===== src/rtl/pkvfp_pkg.sv =====
`timescale 1ns / 1ps
package pkvfp_pkg;

  localparam int unsigned KEY_NUM     = 18;
  localparam int unsigned KEY_MAX_LEN = 11;

  // key names right-aligned, first character in the highest used byte
  localparam logic [8*KEY_MAX_LEN-1:0] KEY_TEXT [KEY_NUM] = '{
    "opCode=", "respCode=", {"kr", "agId="}, "gameId=", "guideId=",
    {"peb", "bleId="}, "latitude=", "longitude=", "numPlayers=", "numClaimed=",
    {"numKr", "ags="}, "statusReq=", "player=", "team=", "hint=", "clue=",
    "secret=", "text="
  };

  localparam logic [3:0] KEY_LEN [KEY_NUM] = '{
    4'd7, 4'd9, 4'd7, 4'd7, 4'd8, 4'd9, 4'd9, 4'd10, 4'd11, 4'd11, 4'd9,
    4'd10, 4'd7, 4'd5, 4'd5, 4'd5, 4'd7, 4'd5
  };

  localparam logic [7:0] ACK_TEXT  [4] = '{8'h41, 8'h43, 8'h4B, 8'h00};
  localparam logic [7:0] NACK_TEXT [4] = '{8'h4E, 8'h41, 8'h43, 8'h4B};

  localparam logic [7:0] SEP_CHAR = 8'h7C;

  typedef enum logic [2:0] {
    PH_KEY   = 3'b001,
    PH_VALUE = 3'b010,
    PH_HALT  = 3'b100
  } phase_e;

  typedef enum logic [1:0] {
    ST_OK      = 2'd0,
    ST_DUP     = 2'd1,
    ST_INVALID = 2'd2,
    ST_IGNORED = 2'd3
  } status_e;

  typedef struct packed {
    logic                 value_valid;
    logic [7:0]           value_byte;
    logic [4:0]           field_id;
    logic                 field_open;
    logic                 done_res;
    status_e              status;
    logic [KEY_NUM-1:0]   present_mask;
  } result_t;

  function automatic logic [7:0] key_char(input int unsigned idx, input logic [3:0] pos);
    logic [3:0]               off;
    logic [8*KEY_MAX_LEN-1:0] w;
    off = KEY_LEN[idx] - 4'd1 - pos;
    w   = KEY_TEXT[idx] >> {off, 3'b000};
    return w[7:0];
  endfunction

endpackage


===== src/rtl/pipe_key_value_field_parser_top.sv =====
`timescale 1ns / 1ps
// a result is registered when its item is accepted and is offered once older results are taken
// throughput: one item per cycle while the result buffer is not full; all matching for a
// byte is done between the parser state registers and a two-entry result buffer
// reset: parser returns to start of message, result buffer empties
// the parser state also returns to start of message after every last item
module pipe_key_value_field_parser_top (
  input  logic       clk_i,
  input  logic       rst_ni,
  input  logic       in_valid_i,
  output logic       in_ready_o,
  input  logic [7:0] data_byte_i,
  input  logic       last_i,
  output logic       out_valid_o,
  input  logic       out_ready_i,
  output logic       value_valid_o,
  output logic [7:0] value_byte_o,
  output logic [4:0] field_id_o,
  output logic       field_open_o,
  output logic       done_res_o,
  output logic [1:0] status_o,
  output logic [pkvfp_pkg::KEY_NUM-1:0] present_mask_o
);
  import pkvfp_pkg::*;

  phase_e             phase_q, phase_d;
  logic [2:0]         prefix_pos_q, prefix_pos_d;
  logic [1:0]         ack_cand_q, ack_cand_d;
  logic [KEY_NUM-1:0] key_cand_q, key_cand_d;
  logic [3:0]         key_pos_q, key_pos_d;
  logic [4:0]         cur_field_q, cur_field_d;
  logic [KEY_NUM-1:0] seen_q, seen_d;
  status_e            err_q, err_d;

  result_t            res;
  result_t            slot_q [2];
  logic [1:0]         cnt_q;
  logic               push, pop;

  assign in_ready_o = (cnt_q != 2'd2);
  assign push       = in_valid_i & in_ready_o;
  assign pop        = out_valid_o & out_ready_i;

  always_comb begin
    logic [1:0]         na;
    logic               ack_hit;
    logic [KEY_NUM-1:0] nc;
    logic               hit;
    logic [4:0]         hit_idx;

    phase_d      = phase_q;
    prefix_pos_d = prefix_pos_q;
    ack_cand_d   = ack_cand_q;
    key_cand_d   = key_cand_q;
    key_pos_d    = key_pos_q;
    cur_field_d  = cur_field_q;
    seen_d       = seen_q;
    err_d        = err_q;
    res          = '0;
    na           = '0;
    ack_hit      = 1'b0;
    nc           = '0;
    hit          = 1'b0;
    hit_idx      = '0;

    // message prefix check for ACK / NACK
    if (prefix_pos_q < 3'd4 && ack_cand_q != 2'b00) begin
      if (ack_cand_q[0] && prefix_pos_q < 3'd3 &&
          data_byte_i == ACK_TEXT[prefix_pos_q[1:0]]) na[0] = 1'b1;
      if (ack_cand_q[1] && data_byte_i == NACK_TEXT[prefix_pos_q[1:0]]) na[1] = 1'b1;
      ack_cand_d = na;
      ack_hit    = (na[0] && prefix_pos_q == 3'd2) || (na[1] && prefix_pos_q == 3'd3);
    end
    if (prefix_pos_q < 3'd4) prefix_pos_d = prefix_pos_q + 3'd1;

    // parallel compare against every key name still in the running
    for (int unsigned k = 0; k < KEY_NUM; k++) begin
      if (key_cand_q[k] && key_pos_q < KEY_LEN[k] &&
          data_byte_i == key_char(k, key_pos_q)) begin
        nc[k] = 1'b1;
        if (key_pos_q + 4'd1 == KEY_LEN[k]) begin
          hit     = 1'b1;
          hit_idx = 5'(k);
        end
      end
    end

    if (ack_hit) begin
      seen_d  = '0;
      err_d   = ST_IGNORED;
      phase_d = PH_HALT;
    end else if (phase_q != PH_HALT) begin
      if (data_byte_i == 8'h00) begin
        if (phase_q == PH_KEY && key_pos_q != 4'd0) err_d = ST_INVALID;
        phase_d = PH_HALT;
      end else if (phase_q == PH_VALUE) begin
        if (data_byte_i == SEP_CHAR) begin
          phase_d    = PH_KEY;
          key_cand_d = '1;
          key_pos_d  = '0;
        end else begin
          res.value_valid = 1'b1;
          res.value_byte  = data_byte_i;
          res.field_id    = cur_field_q;
        end
      end else if (data_byte_i == SEP_CHAR) begin
        // runs of separators collapse, a cut-off key is invalid
        if (key_pos_q != 4'd0) begin
          err_d   = ST_INVALID;
          phase_d = PH_HALT;
        end
      end else begin
        key_cand_d = nc;
        if (nc == '0) begin
          err_d   = ST_INVALID;
          phase_d = PH_HALT;
        end else begin
          key_pos_d = key_pos_q + 4'd1;
          if (hit) begin
            if (seen_q[hit_idx]) begin
              err_d   = ST_DUP;
              phase_d = PH_HALT;
            end else begin
              seen_d[hit_idx] = 1'b1;
              cur_field_d     = hit_idx;
              phase_d         = PH_VALUE;
              res.field_open  = 1'b1;
              res.field_id    = hit_idx;
            end
          end
        end
      end
    end

    if (last_i) begin
      if (phase_d == PH_KEY && key_pos_d != 4'd0) err_d = ST_INVALID;
      res.done_res     = 1'b1;
      res.status       = err_d;
      res.present_mask = seen_d;
      phase_d      = PH_KEY;
      prefix_pos_d = '0;
      ack_cand_d   = 2'b11;
      key_cand_d   = '1;
      key_pos_d    = '0;
      cur_field_d  = '0;
      seen_d       = '0;
      err_d        = ST_OK;
    end
  end

  always_ff @(posedge clk_i or negedge rst_ni) begin
    if (!rst_ni) begin
      phase_q      <= PH_KEY;
      prefix_pos_q <= '0;
      ack_cand_q   <= 2'b11;
      key_cand_q   <= '1;
      key_pos_q    <= '0;
      cur_field_q  <= '0;
      seen_q       <= '0;
      err_q        <= ST_OK;
    end else if (push) begin
      phase_q      <= phase_d;
      prefix_pos_q <= prefix_pos_d;
      ack_cand_q   <= ack_cand_d;
      key_cand_q   <= key_cand_d;
      key_pos_q    <= key_pos_d;
      cur_field_q  <= cur_field_d;
      seen_q       <= seen_d;
      err_q        <= err_d;
    end
  end

  // two-entry result buffer, slot 0 is the head
  always_ff @(posedge clk_i or negedge rst_ni) begin
    if (!rst_ni) begin
      cnt_q <= '0;
    end else if (push && !pop) begin
      cnt_q <= cnt_q + 2'd1;
    end else if (pop && !push) begin
      cnt_q <= cnt_q - 2'd1;
    end
  end

  always_ff @(posedge clk_i) begin
    if (pop && !push) begin
      slot_q[0] <= slot_q[1];
    end else if (push && !pop) begin
      if (cnt_q == 2'd0) slot_q[0] <= res;
      else slot_q[1] <= res;
    end else if (push && pop) begin
      if (cnt_q == 2'd1) begin
        slot_q[0] <= res;
      end else begin
        slot_q[0] <= slot_q[1];
        slot_q[1] <= res;
      end
    end
  end

  assign out_valid_o    = (cnt_q != 2'd0);
  assign value_valid_o  = slot_q[0].value_valid;
  assign value_byte_o   = slot_q[0].value_byte;
  assign field_id_o     = slot_q[0].field_id;
  assign field_open_o   = slot_q[0].field_open;
  assign done_res_o     = slot_q[0].done_res;
  assign status_o       = slot_q[0].status;
  assign present_mask_o = slot_q[0].present_mask;

  a_cnt_range: assert property (@(posedge clk_i) disable iff (!rst_ni)
    cnt_q != 2'd3)
    else $error("result buffer count out of range");

  a_msg_restart: assert property (@(posedge clk_i) disable iff (!rst_ni)
    push && last_i |=> seen_q == '0 && key_pos_q == 4'd0 && err_q == ST_OK)
    else $error("parser state not cleared after last item");

  a_open_vs_value: assert property (@(posedge clk_i) disable iff (!rst_ni)
    out_valid_o && field_open_o |-> !value_valid_o && field_id_o < 5'(KEY_NUM))
    else $error("field open carries a value byte or bad id");

  a_status_only_done: assert property (@(posedge clk_i) disable iff (!rst_ni)
    out_valid_o && !done_res_o |-> status_o == ST_OK && present_mask_o == '0)
    else $error("status or mask outside final item");

  a_value_after_open: assert property (@(posedge clk_i) disable iff (!rst_ni)
    push && res.value_valid |-> phase_q == PH_VALUE && res.field_id == cur_field_q)
    else $error("value byte outside value phase");

endmodule

===== config.mk =====
export PLATFORM = sky130hd
export DESIGN_NAME = pipe_key_value_field_parser_top
export DESIGN_NICKNAME = d
export VERILOG_FILES = /design/src/rtl/pkvfp_pkg.sv /design/src/rtl/pipe_key_value_field_parser_top.sv
export SDC_FILE = /design/constraint.sdc
export NUM_CORES = 1
export LEC_CHECK = 0
export ABC_AREA = 1
export BUFFER_PORTS_ARGS = -buffer_cell sky130_fd_sc_hd__buf_4
export CAP_MARGIN = 15
export CORE_MARGIN = 5
export CORE_UTILIZATION = 65
export CTS_BUF_LIST = sky130_fd_sc_hd__clkbuf_8
export CTS_CLUSTER_SIZE = 8
export DETAILED_ROUTE_END_ITERATION = 10
export PLACE_DENSITY = 0.82
export SYNTH_ARGS = -nofsm -noshare
export SYNTH_HDL_FRONTEND = slang
export SYNTH_SLANG_ARGS = --single-unit

===== constraint.sdc =====
create_clock -name clk_i -period 18.2 [get_ports clk_i]
set_clock_uncertainty 0.1 [all_clocks]
set_input_delay 1.82 -clock clk_i [delete_from_list [all_inputs] [get_ports clk_i]]
set_output_delay 1.82 -clock clk_i [all_outputs]
set_load 0.005 [all_outputs]

Yosys cells after proc, flatten, opt, wreduce, memory -nomap -nowiden
Memories as Yosys holds them, arrays and structs flattened.
Index checks and enable logic that the tools add are counted.
Storage, ports and cells
  register bits: 57
  memory bits (writable): 72
  output and inout bits: 38
  memories kept: 1
Operators by class
  add/sub/neg operators: 10
  magnitude comparators: 11
  equal/unequal tests: 43
  shift operators: 18
  muxes and demuxes: 201
  bitwise logic cells: 8
  reductions and logical operators: 67
Memory list
  slot_q: words 2, bits a word 36, read ports 2, clocked after Yosys merged registers in 0, wr ports 2, RTL line pipe_key_value_field_parser_top.sv:36  | result_t slot_q [2];
Operator list (number)
  18-bit two-way mux: 16
  71-bit by 7-bit >> shifter with 8-bit output, first input constant: 4
  55-bit by 7-bit >> shifter with 8-bit output, first input constant: 5
  5-bit two-way mux: 42
  87-bit by 7-bit >> shifter with 8-bit output, first input constant: 2
  8-bit equality test: 20
  79-bit by 7-bit >> shifter with 8-bit output, first input constant: 2
  39-bit by 7-bit >> shifter with 8-bit output, first input constant: 4
  36-bit two-way mux: 4
  1-bit two-way mux: 84
  63-bit by 7-bit >> shifter with 8-bit output, first input constant: 1
  1-bit logical AND: 48
  15-bit two-way mux: 3
  3-bit two-way mux: 13
  8-bit binary-select mux with 2-bit select: 2
  2-bit two-way mux: 16
  4-bit two-way mux: 8
  8-bit two-way mux: 4
  6-bit two-way mux: 4
  21-bit two-way mux: 1
  18-bit logical NOT: 1
  18-bit OR: 1
  4-bit equality test, second input constant: 4
  4-bit < comparator, second input constant: 4
  other kinds (36): 65

Longest topological paths before layout
  word-level depth: 54
  depth in mapped cells: 46
  gate-level depth less buffers: 45

Worst setup path before layout
Ideal clock, no wire load.
  path type: input to register
  start: input in_valid_i
  end: memory slot_q[0][36] (netlist name) (enable)
  library setup time: 530 ps
  arrival time: 6389 ps
  required time: 17570 ps
  path slack: 11181 ps
  stages: 6
  path buffers: 2
  cell sequence: nand2_1 > inv_2 > clkbuf_1 > ha_1 > clkbuf_1 > o41ai_1
RTL lines
  start, declared: RTL line pipe_key_value_field_parser_top.sv:10  | input logic in_valid_i,
  end, declared: RTL line pipe_key_value_field_parser_top.sv:36

==> impl_metrics.env <==
export IMPL_wire_per_inst_um=21.3
export IMPL_tightest_slew_ns=1.08
export IMPL_rows=47
export IMPL_min_period_ns=6.82
export IMPL_met2_usage_pct=53.3
export IMPL_ant_nets=0
export IMPL_grt_usage_pct=37.5
export IMPL_cts_tree="done"
export IMPL_htree_levels=4
export IMPL_setup_viol=0
export IMPL_n_fill_cell=1417
export IMPL_clk_latency_ns=0.47
export IMPL_cts_setup_buffers=0
export IMPL_drive_above_1_share_pct=12.7
export IMPL_final_period_utilization_pct=37.5
export IMPL_relSlewSlack_pct=27.7
export IMPL_maxSlewViolCount=0
export IMPL_cpMostUsedCell="nand2_1"
export IMPL_initial_core_util_pct=66.6
export IMPL_outcome="completed"
export IMPL_dieArea_um2=19800
export IMPL_synth_area_leaders="edfxtp_1 20%, nand2_1 11%, dfrtp_1 8.1%, nor2_1 6.7%, o21ai_0 6.6%"
export IMPL_area_delta_synth_final_pct=4.93
export IMPL_synth_top_cell_area_share_pct=19.5
export IMPL_cts_resized=0
export IMPL_hpwl_mm=27.3
export IMPL_regArea_um2=3610
export IMPL_drc=0
export IMPL_crit_arrival_ns=7.02
export IMPL_cts_hold_fix_buffers=0
export IMPL_rsz0062_at_grt="false"
export IMPL_synth_async_reset_ratio_pct=44.2
export IMPL_final_setup_tns_ns=0
export IMPL_slowest_delay_ns=0.80
export IMPL_cpMaxStageDelayCell="ha_1"
export IMPL_viasPerCell=6.51
export IMPL_antenna_found_initial=0
export IMPL_postSynthAreaPerCell_um2=6.94
export IMPL_drt_iter0_drc=2020
export IMPL_syn_inst=1595
export IMPL_worst_setup_path_start_kind="flip-flop"
export IMPL_worstPathMaxFanout=18
export IMPL_synthDistinctLibCells=59
export IMPL_crit_required_ns=18.40
export IMPL_ys_warn_count=0
export IMPL_ys_flop_type="edfxtp_1"
export IMPL_crit_type="reg2reg"
export IMPL_seq_area_frac_synth_pct=32.6
export IMPL_leakage_nw=5.33
export IMPL_cts_root_buf="clkbuf_8"
export IMPL_fmax_mhz=147
export IMPL_hold_viol=0
export IMPL_grt_first_pass_wirelength_mm=58.6
export IMPL_first_global_vias=10589
export IMPL_clk_pin_slew_ns=0.11
export IMPL_grt_ovfl_total=0
export IMPL_clock_sinks=129
export IMPL_io_pins=51
export IMPL_cellPowerDensity_nw_per_um2=153
export IMPL_ys_ff_latch=129
export IMPL_cts_buffers=17
export IMPL_grt_max_degree=58
export IMPL_routed_wl_mm=38.4
export IMPL_fp_dieH_um=141
export IMPL_met3_usage_pct=11.2
export IMPL_multi_input_area_um2=6100
export IMPL_fin_nets=1614
export IMPL_mostFrequentLayoutCells="327 x nand2_1, 198 x nor2_1, 167 x inv_1"
export IMPL_final_common_cell="nand2_1"
export IMPL_synth_edf_count=72
export IMPL_vias=11748
export IMPL_end_kind="flip-flop"
export IMPL_vdd_drop_max_uv=94.1
export IMPL_mappedNetlistNets=1638
export IMPL_syn_area_um2=11100
export IMPL_drt_pass1_iter_count=6
export IMPL_core_um2=16600
export IMPL_n_antenna_cell=0
export IMPL_use_met1_pct=53.6
export IMPL_fin_util_pct=69.8
export IMPL_hold_path_class="reg2reg"
export IMPL_dieWidth_um=141
export IMPL_yosys_area_top_type="edfxtp_1"
export IMPL_busiest_layer="met1"
export IMPL_gp_congestion=1.10
export IMPL_port_buffers=50
export IMPL_clk_path_buf_depth=2
export IMPL_maxCapViolCount=0
-- synthesized netlist by cell type, types with 5 or more instances --
library cell	count
o22ai_2	7
a31oi_1	6
inv_1	167
o21ai_0	146
ha_1	30
or2_2	12
nor2_1	198
nand2_2	10
o31ai_1	5
buf_6	12
inv_2	26
clkbuf_1	32
buf_2	8
dfstp_2	21
o21ai_2	10
nor3_1	35
xnor2_1	5
edfxtp_1	72
a21oi_1	51
nand3_1	110
nor4_1	23
buf_1	7
buf_4	42
o21ai_1	10
o211ai_1	10
nand4_1	43
o22ai_1	38
xor2_1	38
a22oi_1	5
dfrtp_1	36
nand2_1	327
-- final cells by class --
cell class,instances,share of cell area [%]
sequential,129,31.1
clock inverter,15,1.42
timing repair buffer,61,4.29
multi-input combinational,1167,52.5
inverter,195,6.30
tap,220,2.37
clock buffer,17,2.01
-- worst paths after layout --
| path | from | end | slack (ns) | cells past startpoint |
|---|---|---|---|---|
| setup / recovery | key_pos_q[0]$_DFFE_PN0P_ | slot_q[0][12]$_DFFE_PP_ | 11.38 | 36 |
| hold / removal | key_cand_q[5]$_DFFE_PN1P_ | key_cand_q[5]$_DFFE_PN1P_ | 0.38 | 2 |
| setup reg to reg | key_pos_q[0]$_DFFE_PN0P_ | slot_q[0][12]$_DFFE_PP_ | 11.38 | 36 |
| hold reg to reg | key_cand_q[5]$_DFFE_PN1P_ | key_cand_q[5]$_DFFE_PN1P_ | 0.38 | 2 |
| max in group asynchronous | rst_ni | cur_field_q[1]$_DFFE_PN0P_ | 16.10 | 1 |
| min in group asynchronous | rst_ni | key_pos_q[0]$_DFFE_PN0P_ | 1.33 | 1 |
-- sequential cells by signal, indices dropped and copies added (netlist names) --
register / flops
key_pos_q: 4
ack_cand_q: 2
seen_q: 18
cur_field_q: 5
err_q: 2
phase_q: 3
cnt_q: 2
prefix_pos_q: 3
slot_q: 72
key_cand_q: 18
-- per-layer routing --
| layer | part of all wire (%) | routed length (µm) |
|---|---|---|
| met1 | 39 | 14900 |
| met2 | 41 | 15800 |
| met3 | 15 | 5770 |
| met5 | 0 | 0 |
| met4 | 4.8 | 1850 |
-- stage by stage --
step / area, µm² / setup slack [ns] / hold slack (ns) / instances / power [W]
after detailed placement: 11200 / 11.64 / 0.360 / 1770 / 0.00147
after global routing: 11600 / 11.06 / 0.398 / 1804 / 0.00188
after floorplan: 11100 / 11.18 / 0.342 / 1595 / 0.00123
after CTS: 11600 / 11.69 / 0.373 / 1802 / 0.00172
after global placement: 11200 / 11.79 / 0.360 / 1770 / 0.00145
final: 11600 / 11.38 / 0.375 / 1804 / 0.00177
-- power by group --
group | total, W | switching, W | internal, W
combinational | 0.00102 | 0.000687 | 0.000330
clock | 0.000254 | 0.000139 | 0.000115
sequential | 0.000501 | 0.0000544 | 0.000447
-- cell families (layout without fill, tap and decap cells) --
group / after synthesis / count (layout) / synth area share (%)
and+or+nand+nor: 788 / 788 / 31.6
AOI/OAI and AO/OA: 303 / 303 / 16.0
xor gates and xnor gates: 45 / 45 / 3.80
adders and majority gates: 30 / 30 / 3.39
DFF: 129 / 129 / 32.6
muxes: 1 / 1 / 0.0904
buffers and inverters: 299 / 288 / 12.5
-- critical path: cells and delay by family, from the launching register on --
family | cells | cell delay (ns)
simple gates | 21 | 2.47
compound gates | 5 | 0.95
flops | 1 | 0.76
buf+inv | 8 | 1.22
fa+ha+maj | 2 | 1.12
Note: power is estimated with default switching activity, not from simulation.
